==> src/bfpa_pkg.sv <==
// bfpa_pkg: shared types and constants for the best-fit partition allocator
// holds operation codes, field widths and the controller/datapath command and status structs
// no dependencies
package bfpa_pkg;

   // field widths of one transaction
   localparam int IDX_W  = 6;
   localparam int SIZE_W = 16;
   localparam int SUM_W  = 32;

   // number of partitions that the index field can reach
   localparam int IDX_DEPTH = 2 ** IDX_W;

   // operation codes
   localparam logic OP_LOAD  = 1'b0;
   localparam logic OP_ALLOC = 1'b1;

   // controller to datapath commands
   typedef struct packed {
      logic capture;     // take in the request fields, clear the search result
      logic load_write;  // write the size table and set the free mark
      logic read;        // read the entry under the scan pointer and advance it
      logic commit;      // take the chosen partition and form the wastage
      logic finish;      // update the running sum and the result registers
   } dp_cmd_type;

   // datapath to controller status
   typedef struct packed {
      logic op_alloc;    // incoming request is an allocate
      logic scan_last;   // scan pointer sits on the last partition
   } dp_status_type;

endpackage

==> src/bfpa_dp.sv <==
// bfpa_dp: datapath of the best-fit partition allocator
// size table memory, free marks, scan pointer, best-fit compare and wastage sum
// depends on bfpa_pkg
module bfpa_dp #(
   parameter int NUM_PARTITIONS = 64
) (
   input  logic                          clock,
   input  logic                          reset,
   input  bfpa_pkg::dp_cmd_type          cmd,
   output bfpa_pkg::dp_status_type       status,
   input  logic                          req_op,
   input  logic [bfpa_pkg::IDX_W-1:0]    req_block_index,
   input  logic [bfpa_pkg::SIZE_W-1:0]   req_size_value,
   output logic                          rsp_granted,
   output logic [bfpa_pkg::IDX_W-1:0]    rsp_chosen_index,
   output logic [bfpa_pkg::SIZE_W-1:0]   rsp_wastage,
   output logic [bfpa_pkg::SUM_W-1:0]    rsp_total_wastage
);
   import bfpa_pkg::*;

   // only partitions the index field reaches can ever be loaded and become free
   localparam int LOADABLE = (NUM_PARTITIONS < IDX_DEPTH) ? NUM_PARTITIONS : IDX_DEPTH;
   localparam int ADDR_W   = $clog2(LOADABLE);

   // captured request
   logic [IDX_W-1:0]      req_index_ff;
   logic [SIZE_W-1:0]     req_size_ff;

   // table storage
   logic [SIZE_W-1:0]     size_mem [LOADABLE];
   logic [LOADABLE-1:0]   free_ff;

   // scan pipeline
   logic [ADDR_W-1:0]     scan_ff;
   logic                  rd_valid_ff;
   logic                  rd_free_ff;
   logic [SIZE_W-1:0]     rd_size_ff;
   logic [ADDR_W-1:0]     rd_idx_ff;

   // search result
   logic                  found_ff;
   logic [ADDR_W-1:0]     best_idx_ff;
   logic [SIZE_W-1:0]     best_size_ff;
   logic [SIZE_W-1:0]     waste_ff;

   // running sum and result registers
   logic [SUM_W-1:0]      sum_ff;
   logic [SUM_W-1:0]      sum_in;
   logic [SUM_W:0]        sum_wide;
   logic                  rsp_granted_ff;
   logic [IDX_W-1:0]      rsp_index_ff;
   logic [SIZE_W-1:0]     rsp_waste_ff;

   logic                  load_ok;
   logic [ADDR_W-1:0]     load_addr;
   logic                  better;

   // load goes only to partitions that exist
   assign load_ok   = ({{(32-IDX_W){1'b0}}, req_index_ff} < 32'(LOADABLE));
   assign load_addr = req_index_ff[ADDR_W-1:0];

   assign status.op_alloc  = (req_op == OP_ALLOC);
   assign status.scan_last = (scan_ff == ADDR_W'(LOADABLE - 1));

   // candidate fits and beats the best so far; strict less keeps the lowest index on ties
   assign better = rd_valid_ff && rd_free_ff && (rd_size_ff >= req_size_ff) &&
                   (!found_ff || (rd_size_ff < best_size_ff));

   // saturating add of the wastage into the running sum
   assign sum_wide = {1'b0, sum_ff} + {{(SUM_W-SIZE_W+1){1'b0}}, waste_ff};
   assign sum_in   = sum_wide[SUM_W] ? {SUM_W{1'b1}} : sum_wide[SUM_W-1:0];

   // request capture
   always_ff @(posedge clock) begin
      if (cmd.capture) begin
         req_index_ff <= req_block_index;
         req_size_ff  <= req_size_value;
      end
   end

   // size table write port and registered read port
   always_ff @(posedge clock) begin
      if (cmd.load_write && load_ok) begin
         size_mem[load_addr] <= req_size_ff;
      end
      if (cmd.read) begin
         rd_size_ff <= size_mem[scan_ff];
      end
   end

   // free marks: set by a load, cleared by a grant
   always_ff @(posedge clock) begin
      if (reset) begin
         free_ff <= '0;
      end else if (cmd.load_write && load_ok) begin
         free_ff[load_addr] <= 1'b1;
      end else if (cmd.commit && found_ff) begin
         free_ff[best_idx_ff] <= 1'b0;
      end
   end

   // scan pointer and read stage
   always_ff @(posedge clock) begin
      if (reset) begin
         scan_ff     <= '0;
         rd_valid_ff <= 1'b0;
      end else begin
         rd_valid_ff <= cmd.read;
         if (cmd.capture) begin
            scan_ff <= '0;
         end else if (cmd.read) begin
            scan_ff <= scan_ff + 1'b1;
         end
      end
   end

   always_ff @(posedge clock) begin
      if (cmd.read) begin
         rd_free_ff <= free_ff[scan_ff];
         rd_idx_ff  <= scan_ff;
      end
   end

   // best-fit tracking
   always_ff @(posedge clock) begin
      if (reset) begin
         found_ff <= 1'b0;
      end else if (cmd.capture) begin
         found_ff <= 1'b0;
      end else if (better) begin
         found_ff <= 1'b1;
      end
   end

   always_ff @(posedge clock) begin
      if (cmd.capture) begin
         best_idx_ff  <= '0;
         best_size_ff <= '0;
      end else if (better) begin
         best_idx_ff  <= rd_idx_ff;
         best_size_ff <= rd_size_ff;
      end
   end

   // wastage of the grant, zero for loads and misses
   always_ff @(posedge clock) begin
      if (cmd.capture) begin
         waste_ff <= '0;
      end else if (cmd.commit && found_ff) begin
         waste_ff <= best_size_ff - req_size_ff;
      end
   end

   // running sum and result registers
   always_ff @(posedge clock) begin
      if (reset) begin
         sum_ff <= '0;
      end else if (cmd.finish) begin
         sum_ff <= sum_in;
      end
   end

   always_ff @(posedge clock) begin
      if (cmd.finish) begin
         rsp_granted_ff <= found_ff;
         rsp_index_ff   <= found_ff ? IDX_W'(best_idx_ff) : '0;
         rsp_waste_ff   <= waste_ff;
      end
   end

   assign rsp_granted       = rsp_granted_ff;
   assign rsp_chosen_index  = rsp_index_ff;
   assign rsp_wastage       = rsp_waste_ff;
   assign rsp_total_wastage = sum_ff;

   // a granted partition is no longer free afterwards
   a_grant_clears_free: assert property (@(posedge clock) disable iff (reset)
      cmd.commit && found_ff |=> !free_ff[$past(best_idx_ff)])
      else $error("granted partition still marked free");

   // the best candidate always fits the request
   a_best_fits: assert property (@(posedge clock) disable iff (reset)
      found_ff |-> best_size_ff >= req_size_ff)
      else $error("best candidate smaller than request");

   // the running sum never decreases
   a_sum_monotonic: assert property (@(posedge clock) disable iff (reset)
      cmd.finish |=> sum_ff >= $past(sum_ff))
      else $error("wastage sum decreased");

endmodule

==> src/bfpa_ctrl.sv <==
// bfpa_ctrl: controller state machine of the best-fit partition allocator
// sequences load, scan, commit and finish steps and drives busy and the result strobe
// depends on bfpa_pkg
module bfpa_ctrl (
   input  logic                     clock,
   input  logic                     reset,
   input  logic                     start,
   output logic                     busy,
   output logic                     rsp_strobe,
   output bfpa_pkg::dp_cmd_type     cmd,
   input  bfpa_pkg::dp_status_type  status
);
   import bfpa_pkg::*;

   localparam logic [2:0] ST_IDLE   = 3'd0;
   localparam logic [2:0] ST_LOAD   = 3'd1;
   localparam logic [2:0] ST_SCAN   = 3'd2;
   localparam logic [2:0] ST_DRAIN  = 3'd3;
   localparam logic [2:0] ST_COMMIT = 3'd4;
   localparam logic [2:0] ST_FINISH = 3'd5;

   logic [2:0] state_ff;
   logic [2:0] state_in;
   logic       strobe_ff;

   // next state and datapath commands
   always_comb begin
      state_in = state_ff;
      cmd      = '0;
      unique case (state_ff)
         ST_IDLE: begin
            if (start) begin
               cmd.capture = 1'b1;
               state_in    = status.op_alloc ? ST_SCAN : ST_LOAD;
            end
         end
         ST_LOAD: begin
            cmd.load_write = 1'b1;
            state_in       = ST_FINISH;
         end
         ST_SCAN: begin
            cmd.read = 1'b1;
            if (status.scan_last) begin
               state_in = ST_DRAIN;
            end
         end
         ST_DRAIN: begin
            // last entry is being compared
            state_in = ST_COMMIT;
         end
         ST_COMMIT: begin
            cmd.commit = 1'b1;
            state_in   = ST_FINISH;
         end
         ST_FINISH: begin
            cmd.finish = 1'b1;
            state_in   = ST_IDLE;
         end
         default: begin
            state_in = ST_IDLE;
         end
      endcase
   end

   // state and strobe registers
   always_ff @(posedge clock) begin
      if (reset) begin
         state_ff  <= ST_IDLE;
         strobe_ff <= 1'b0;
      end else begin
         state_ff  <= state_in;
         strobe_ff <= (state_ff == ST_FINISH);
      end
   end

   assign busy       = (state_ff != ST_IDLE);
   assign rsp_strobe = strobe_ff;

   // an accepted transaction always leaves idle toward load or scan
   a_accept_dispatch: assert property (@(posedge clock) disable iff (reset)
      start && !busy |=> state_ff == ST_LOAD || state_ff == ST_SCAN)
      else $error("accepted transaction did not start");

   // the strobe follows the finish step only
   a_strobe_after_finish: assert property (@(posedge clock) disable iff (reset)
      rsp_strobe |-> $past(state_ff) == ST_FINISH)
      else $error("strobe without finish step");

   // one result per transaction: the strobe is never raised back to back
   a_strobe_single: assert property (@(posedge clock) disable iff (reset)
      rsp_strobe |=> !rsp_strobe)
      else $error("strobe held for two cycles");

endmodule

==> src/best_fit_partition_allocator.sv <==
// Best-fit fixed partition allocator. A load (op 0) writes the size of one partition and
// marks it free; an allocate (op 1) picks the smallest free partition at least as large as
// the request, lowest index on ties, marks it taken and reports the wastage and a running
// total that saturates at 2^32-1. A transaction is taken when start is high and busy is low;
// its result appears for exactly one cycle with rsp_strobe high and must be taken then.
// A load passes through the load and finish steps; an allocate scans all P loadable partitions
// (P = min(NUM_PARTITIONS, 64)), reading the size table memory one entry per cycle, then
// drains, commits and finishes. The next transaction may be started in the strobe cycle.
// Partitions never loaded are not free; no clearing pass is needed after reset.
// Depends on bfpa_pkg, bfpa_ctrl and bfpa_dp.
module best_fit_partition_allocator #(
   parameter int NUM_PARTITIONS = 64
) (
   input  logic                          clock,
   input  logic                          reset,
   input  logic                          start,
   output logic                          busy,
   input  logic                          req_op,
   input  logic [bfpa_pkg::IDX_W-1:0]    req_block_index,
   input  logic [bfpa_pkg::SIZE_W-1:0]   req_size_value,
   output logic                          rsp_strobe,
   output logic                          rsp_granted,
   output logic [bfpa_pkg::IDX_W-1:0]    rsp_chosen_index,
   output logic [bfpa_pkg::SIZE_W-1:0]   rsp_wastage,
   output logic [bfpa_pkg::SUM_W-1:0]    rsp_total_wastage
);
   import bfpa_pkg::*;

   dp_cmd_type    cmd;
   dp_status_type status;

   // controller
   bfpa_ctrl u_ctrl (
      .clock      (clock),
      .reset      (reset),
      .start      (start),
      .busy       (busy),
      .rsp_strobe (rsp_strobe),
      .cmd        (cmd),
      .status     (status)
   );

   // datapath
   bfpa_dp #(
      .NUM_PARTITIONS (NUM_PARTITIONS)
   ) u_dp (
      .clock             (clock),
      .reset             (reset),
      .cmd               (cmd),
      .status            (status),
      .req_op            (req_op),
      .req_block_index   (req_block_index),
      .req_size_value    (req_size_value),
      .rsp_granted       (rsp_granted),
      .rsp_chosen_index  (rsp_chosen_index),
      .rsp_wastage       (rsp_wastage),
      .rsp_total_wastage (rsp_total_wastage)
   );

endmodule

==> config.mk <==
export PLATFORM = sky130hd
export DESIGN_NAME = best_fit_partition_allocator
export DESIGN_NICKNAME = d
export VERILOG_FILES = /design/src/bfpa_pkg.sv /design/src/bfpa_dp.sv /design/src/bfpa_ctrl.sv /design/src/best_fit_partition_allocator.sv
export SDC_FILE = /design/constraint.sdc
export NUM_CORES = 2
export LEC_CHECK = 0
export ABC_AREA = 1
export BUFFER_PORTS_ARGS = -buffer_cell sky130_fd_sc_hd__buf_2
export CAP_MARGIN = 20
export CORE_MARGIN = 5
export CORE_UTILIZATION = 40
export CTS_CLUSTER_DIAMETER = 60
export CTS_CLUSTER_SIZE = 10
export DETAILED_ROUTE_END_ITERATION = 10
export SYNTH_ARGS = -nofsm -noshare
export SYNTH_HDL_FRONTEND = slang
export SYNTH_HIERARCHICAL = 1
export SYNTH_SLANG_ARGS = --single-unit
==> constraint.sdc <==
create_clock -name clock -period 3.5 [get_ports clock]
set_input_delay 0.525 -clock clock [delete_from_list [all_inputs] [get_ports clock]]
set_output_delay 0.525 -clock clock [all_outputs]
set_load 0.02 [all_outputs]
Yosys cells after proc, flatten, opt, wreduce, memory -nomap -nowiden --
Memory sizes are Yosys's and may differ from the RTL's. A register that Yosys moved wholly into a read port is not among the register bits. Cells that the tools add are included.
Storage, ports and cells: register bits 198, bits in latches 0, memory bits (writable) 1024, memory bits (read-only) 0, bits of input ports 26, output and inout bits 57, logic and storage cells 74, memories 1
Operators by class: add/sub/neg operators 3, $mul 0, divide/modulo/power cells 0, $lt $le $gt $ge 7, eq/ne operators 8, shift operators 0, muxes and demuxes 21, bitwise logic cells 3, reductions and logical operators 14
Memory list:
- u_dp.size_mem | depth 64, width 16, rd ports 1, clocked after Yosys merged registers in 1, write ports 1, line bfpa_dp.sv:30 | logic [SIZE_W-1:0] size_mem [LOADABLE];
Operators by type and width (count):
- $mux 64 | 2
- $and 64x64->64 | 1
- $not 64->64 | 1
- $or 64x64->64 | 1
- $add 32x16->33 | 1
- $mux 32 | 1
- $lt 6x7->1 const B | 3
- $ge 16x16->1 | 1
- $lt 16x16->1 | 1
- $sub 16x16->16 | 1
- $demux 1 s6 | 2
- $ge 6x1->1 const B | 2
- $pmux 3 s4 | 1
- $mux 1 | 11
- $add 6x1->6 const B | 1
- $bmux 1 s6 | 1
- $eq 3x2->1 const B | 2
- $eq 3x3->1 const B | 2
- $eq 6x6->1 const B | 1
- $logic_and 1x1->1 | 6
- $mux 3 | 2
- $ne 2x2->1 const B | 2
- $reduce_or 2->1 | 2
- $eq 3x1->1 const B | 1
- other kinds (7) | 7

Longest topological paths before layout --
depth after elaboration 8, depth in mapped cells 15, depth with buffers taken out 14

Hierarchy --
Netlist, hierarchy kept.
Modules (own cells, without submodules):
- bfpa_dp | instances 1, cells an instance 4480, area each 51617.0 sq um, sequential area each 35634.2 sq um
- bfpa_ctrl | instances 1, cells an instance 36, area each 234.0 sq um, sequential area each 80.1 sq um

Worst setup path after synthesis --
Ideal clock, no wire load.
path type reg2reg, start point register u_ctrl.state_ff[0], end point register u_dp.sum_ff[25] (netlist: u_dp/rsp_total_wastage[25]), library setup time 128 ps, data arrival time 3232 ps, required time 3372 ps, setup slack 141 ps, stages on the path, launching flop included 9, buffers on the path 1, clock period less this slack 3359 ps, cell sequence dfxtp_1 > inv_1 > nor3_1 > buf_2 > inv_1 > nor4_1 > a21oi_1 > nor2_1 > nor2_1
RTL lines:
- from (decl) | line bfpa_ctrl.sv:22 | logic [2:0] state_ff;
- from (signal assigned) | line bfpa_ctrl.sv:71 | state_ff <= state_in;
- to (signal assigned) | line bfpa_dp.sv:159 | sum_ff <= sum_in;
- to (decl) | line bfpa_dp.sv:47 | logic [SUM_W-1:0] sum_ff;

==> metrics.txt <==
worst-case clock skew=between 40 and 50 ps; startpoint types=flip-flop; Post-synth EDFFs=1092; Buffers on Ports=82; number of filler instances in the final layout=~12000; CTS sink count=~1200; TritonCTS buffer count=146; final-report hold violation count=0; post-synthesis cell type count=46; clock tree from TritonCTS=built; fin crit share=between 80% and 90%; post-detailed-placement half-perimeter wirelength=around 90 mm; total number of placement rows=132; kind of end point of the critical path=flip-flop; standby leakage power=about 0.021 uW; transition time of the tightest slew-check pin=a little over 900 ps; most common library cell in the layout ignoring fill and taps=sky130_fd_sc_hd__edfxtp_1; number of nets at the end of the flow=~4800; Floorplan Core Area=129000 um^2; setup bufs post-CTS=0; number of DRC violations after detailed routing=0; unrepaired setup endpoints after global routing=false; remaining number of nets flagged by the antenna check after routing=0; critical path data required time=3990 ps; Routed met1 length=between 60 and 70 mm; data arrival time of the critical path=3630 ps; number of placed I/O pins=83; number of levels in the clock H-tree=4; met2 routed WL=between 60 and 70 mm; top metal layer carrying routed signals=met5; Peak Freq=approximately 320 MHz; smallest setup slack after layout=between 300 and 400 ps; Final setup violation count=0; max-slew violations=0; later-pin clock latency in the skew report=around 770 ps; antenna violations before repair=9; area of the mapped netlist=51900 um^2; most used cells in the layout excluding fill and tap cells=sky130_fd_sc_hd__edfxtp_1 (1092), sky130_fd_sc_hd__nor2_1 (846), sky130_fd_sc_hd__o21ai_0 (526); synthesized flop and latch total=around 1200; Avg Synthesized Cell Area=between 10 and 15 um^2; number of max-capacitance violations reported=0; placement-stage worst setup slack=423 ps; remaining global-route overflow=0; final design instance area without fill=59300 um^2; initial core utilization=40.1%; class of the worst hold path=in -> reg; total routing resource utilization after global routing=between 20% and 30%; Clock Root Buffer=sky130_fd_sc_hd__clkbuf_16; maximum number of pins on one net before global-route repair=175; Post-Route Setup TNS=0 ps; area after detailed placement=roughly 55000 um^2; headroom to the max-slew limit=a little under 40%; total wire length=153 mm; count of vias placed by the detailed router=36193; Layout Area Growth over Synthesis=14.3%; share of flip-flops with an asynchronous set or reset=0%; clock period minus final worst setup slack=~3100 ps; met3 wire length=14.6 mm; average wire length per cell after detail routing=23.6 um; top fanout value on the critical path=between 150 and 200; status=finished, final reports clean; ratio of total power to cell area=just under 700 nW/um^2; detailed-router iteration count before antenna repair=6; sequential-to-total area share from yosys stat=a little under 70%; total nets after synthesis=around 4600; routability cong.=just under 0.9; most used flip-flop cell after synthesis=sky130_fd_sc_hd__edfxtp_1; Post-Synthesis Cells=4516; Die Footprint=around 140000 um^2; post-CTS clock slew at the launch and capture registers of the worst setup and hold paths=~60 ps; die height=370 um; first-iteration detailed-routing DRC count=around 4100; number of buffers on the longest clock path=3; global-route wire length before repair=224 mm; number of global-route vias before repair=approximately 34000; post-detailed-route via-to-cell ratio=5.58; share of layout cells above drive strength 1=11.2%; floorplan die width=roughly 370 um; VDD IR-drop max=0.525 mV; critical path start-end classification=reg -> reg; total number of yosys warnings=6
[path summary, 6_finish.rpt]
| check | start | to | slack [ps] | depth (start not counted) |
|---|---|---|---|---|
| worst max-delay path | u_dp/scan_ff[0] | u_dp/rd_size_ff[9] | 350 | 11 |
| worst min-delay path | req_size_value[13] | u_dp/req_size_ff[13] | 60 | 1 |
| worst max register to register | u_dp/scan_ff[0] | u_dp/rd_size_ff[9] | 350 | 11 |
| worst min register to register | u_dp/free_ff[15] | u_dp/free_ff[15] | 500 | 2 |
[registers in the layout, indices dropped and copies added, names as in the netlist, 3 cells and up]
signal and cells:
u_dp/req_size_ff 16, u_dp/rsp_total_wastage 32, u_dp/best_idx_ff 6, u_ctrl/state_ff 3
u_dp/rsp_wastage 16, u_dp/scan_ff 6, u_dp/load_addr 6, u_dp/rd_size_ff 16
u_dp/size_mem 1024, u_dp/rsp_chosen_index 6, u_dp/rd_idx_ff 6, u_dp/free_ff 64
u_dp/waste_ff 16, u_dp/best_size_ff 16
[layer usage]
layer / track usage, % / vias up
met5: 0 / -
met1: 30.7 / 17779
li1: - / 16487
met2: 33.7 / 1678
met3: 4.96 / 245
met4: 7.03 / 4
[kinds of logic after synthesis]
group           share of synthesized area [%]
compound gates                           12.1
xor+xnor                                0.389
fa+ha+maj                                1.60
buf+inv                                  4.34
flops                                    68.9
simple gates                             12.7
[through the flow]
stage | hold WS (ps) | utilization, % | instances | total power, uW
2_1_floorplan | 403 | - | 4516 | 23700
6_report | 65.0 | 45.9 | 6487 | 40700
3_5_place_dp | 491 | 42.4 | 6233 | 27000
5_1_grt | 16.5 | 45.9 | 6482 | 42500
3_3_place_gp | 493 | 42.4 | 6233 | 26900
4_1_cts | 16.5 | 45.9 | 6480 | 40900
[synth_stat cells (38+ instances only)]
library cell               instances  area, um^2
sky130_fd_sc_hd__a21oi_1         106         531
sky130_fd_sc_hd__buf_2            66         330
sky130_fd_sc_hd__clkbuf_1        124         465
sky130_fd_sc_hd__dfxtp_1         146        2920
sky130_fd_sc_hd__edfxtp_1       1092       32800
sky130_fd_sc_hd__ha_1             63         788
sky130_fd_sc_hd__inv_1           228         856
sky130_fd_sc_hd__nand2_1         460        1730
sky130_fd_sc_hd__nand3_1         196         981
sky130_fd_sc_hd__nor2_1          886        3330
sky130_fd_sc_hd__nor3_1           38         190
sky130_fd_sc_hd__o211ai_1        130         976
sky130_fd_sc_hd__o21ai_0         526        2630
sky130_fd_sc_hd__o21ai_1          63         315
sky130_fd_sc_hd__o221a_2          58         653
sky130_fd_sc_hd__o22ai_1         133         832
[power by group]
group	switching [uW]	internal, uW
sequential	539	17400
combinational	6450	2430
clock	5990	7940
total	13000	27800
[critical path, stage by stage (launching register included)]
cell                      delay, ps
sky130_fd_sc_hd__dfxtp_4        650
sky130_fd_sc_hd__inv_16         310
sky130_fd_sc_hd__buf_12         310
sky130_fd_sc_hd__buf_12         190
sky130_fd_sc_hd__nor2_1          90
sky130_fd_sc_hd__o22ai_1        100
sky130_fd_sc_hd__nand2_1         70
sky130_fd_sc_hd__nand2_1         60
sky130_fd_sc_hd__a21oi_1        540
sky130_fd_sc_hd__nand2_1        110
sky130_fd_sc_hd__nand3_1        270
sky130_fd_sc_hd__nand2_1         80
[timing repair]
action / 4_1_cts / 5_1_grt
hold buffers: 20 / 0
gates resized for setup: 0 / 0
endpoints found under the setup margin: 0 / 0
hold endpoints to repair: 20 / 0
[layout make-up]
type | count | area [um^2] | area share [%]
well taps | 1742 | 2180 | 3.68
multi-input cells | 2780 | 14000 | 23.6
diodes | 7 | 17.5 | 0.0296
clock buffers | 203 | 3920 | 6.61
repair buffers | 253 | 2080 | 3.51
clock inverters | 24 | 418 | 0.705
inverters | 240 | 920 | 1.55
flip-flops and latches | 1238 | 35700 | 60.3
Note: power is estimated with default switching activity, not from simulation.
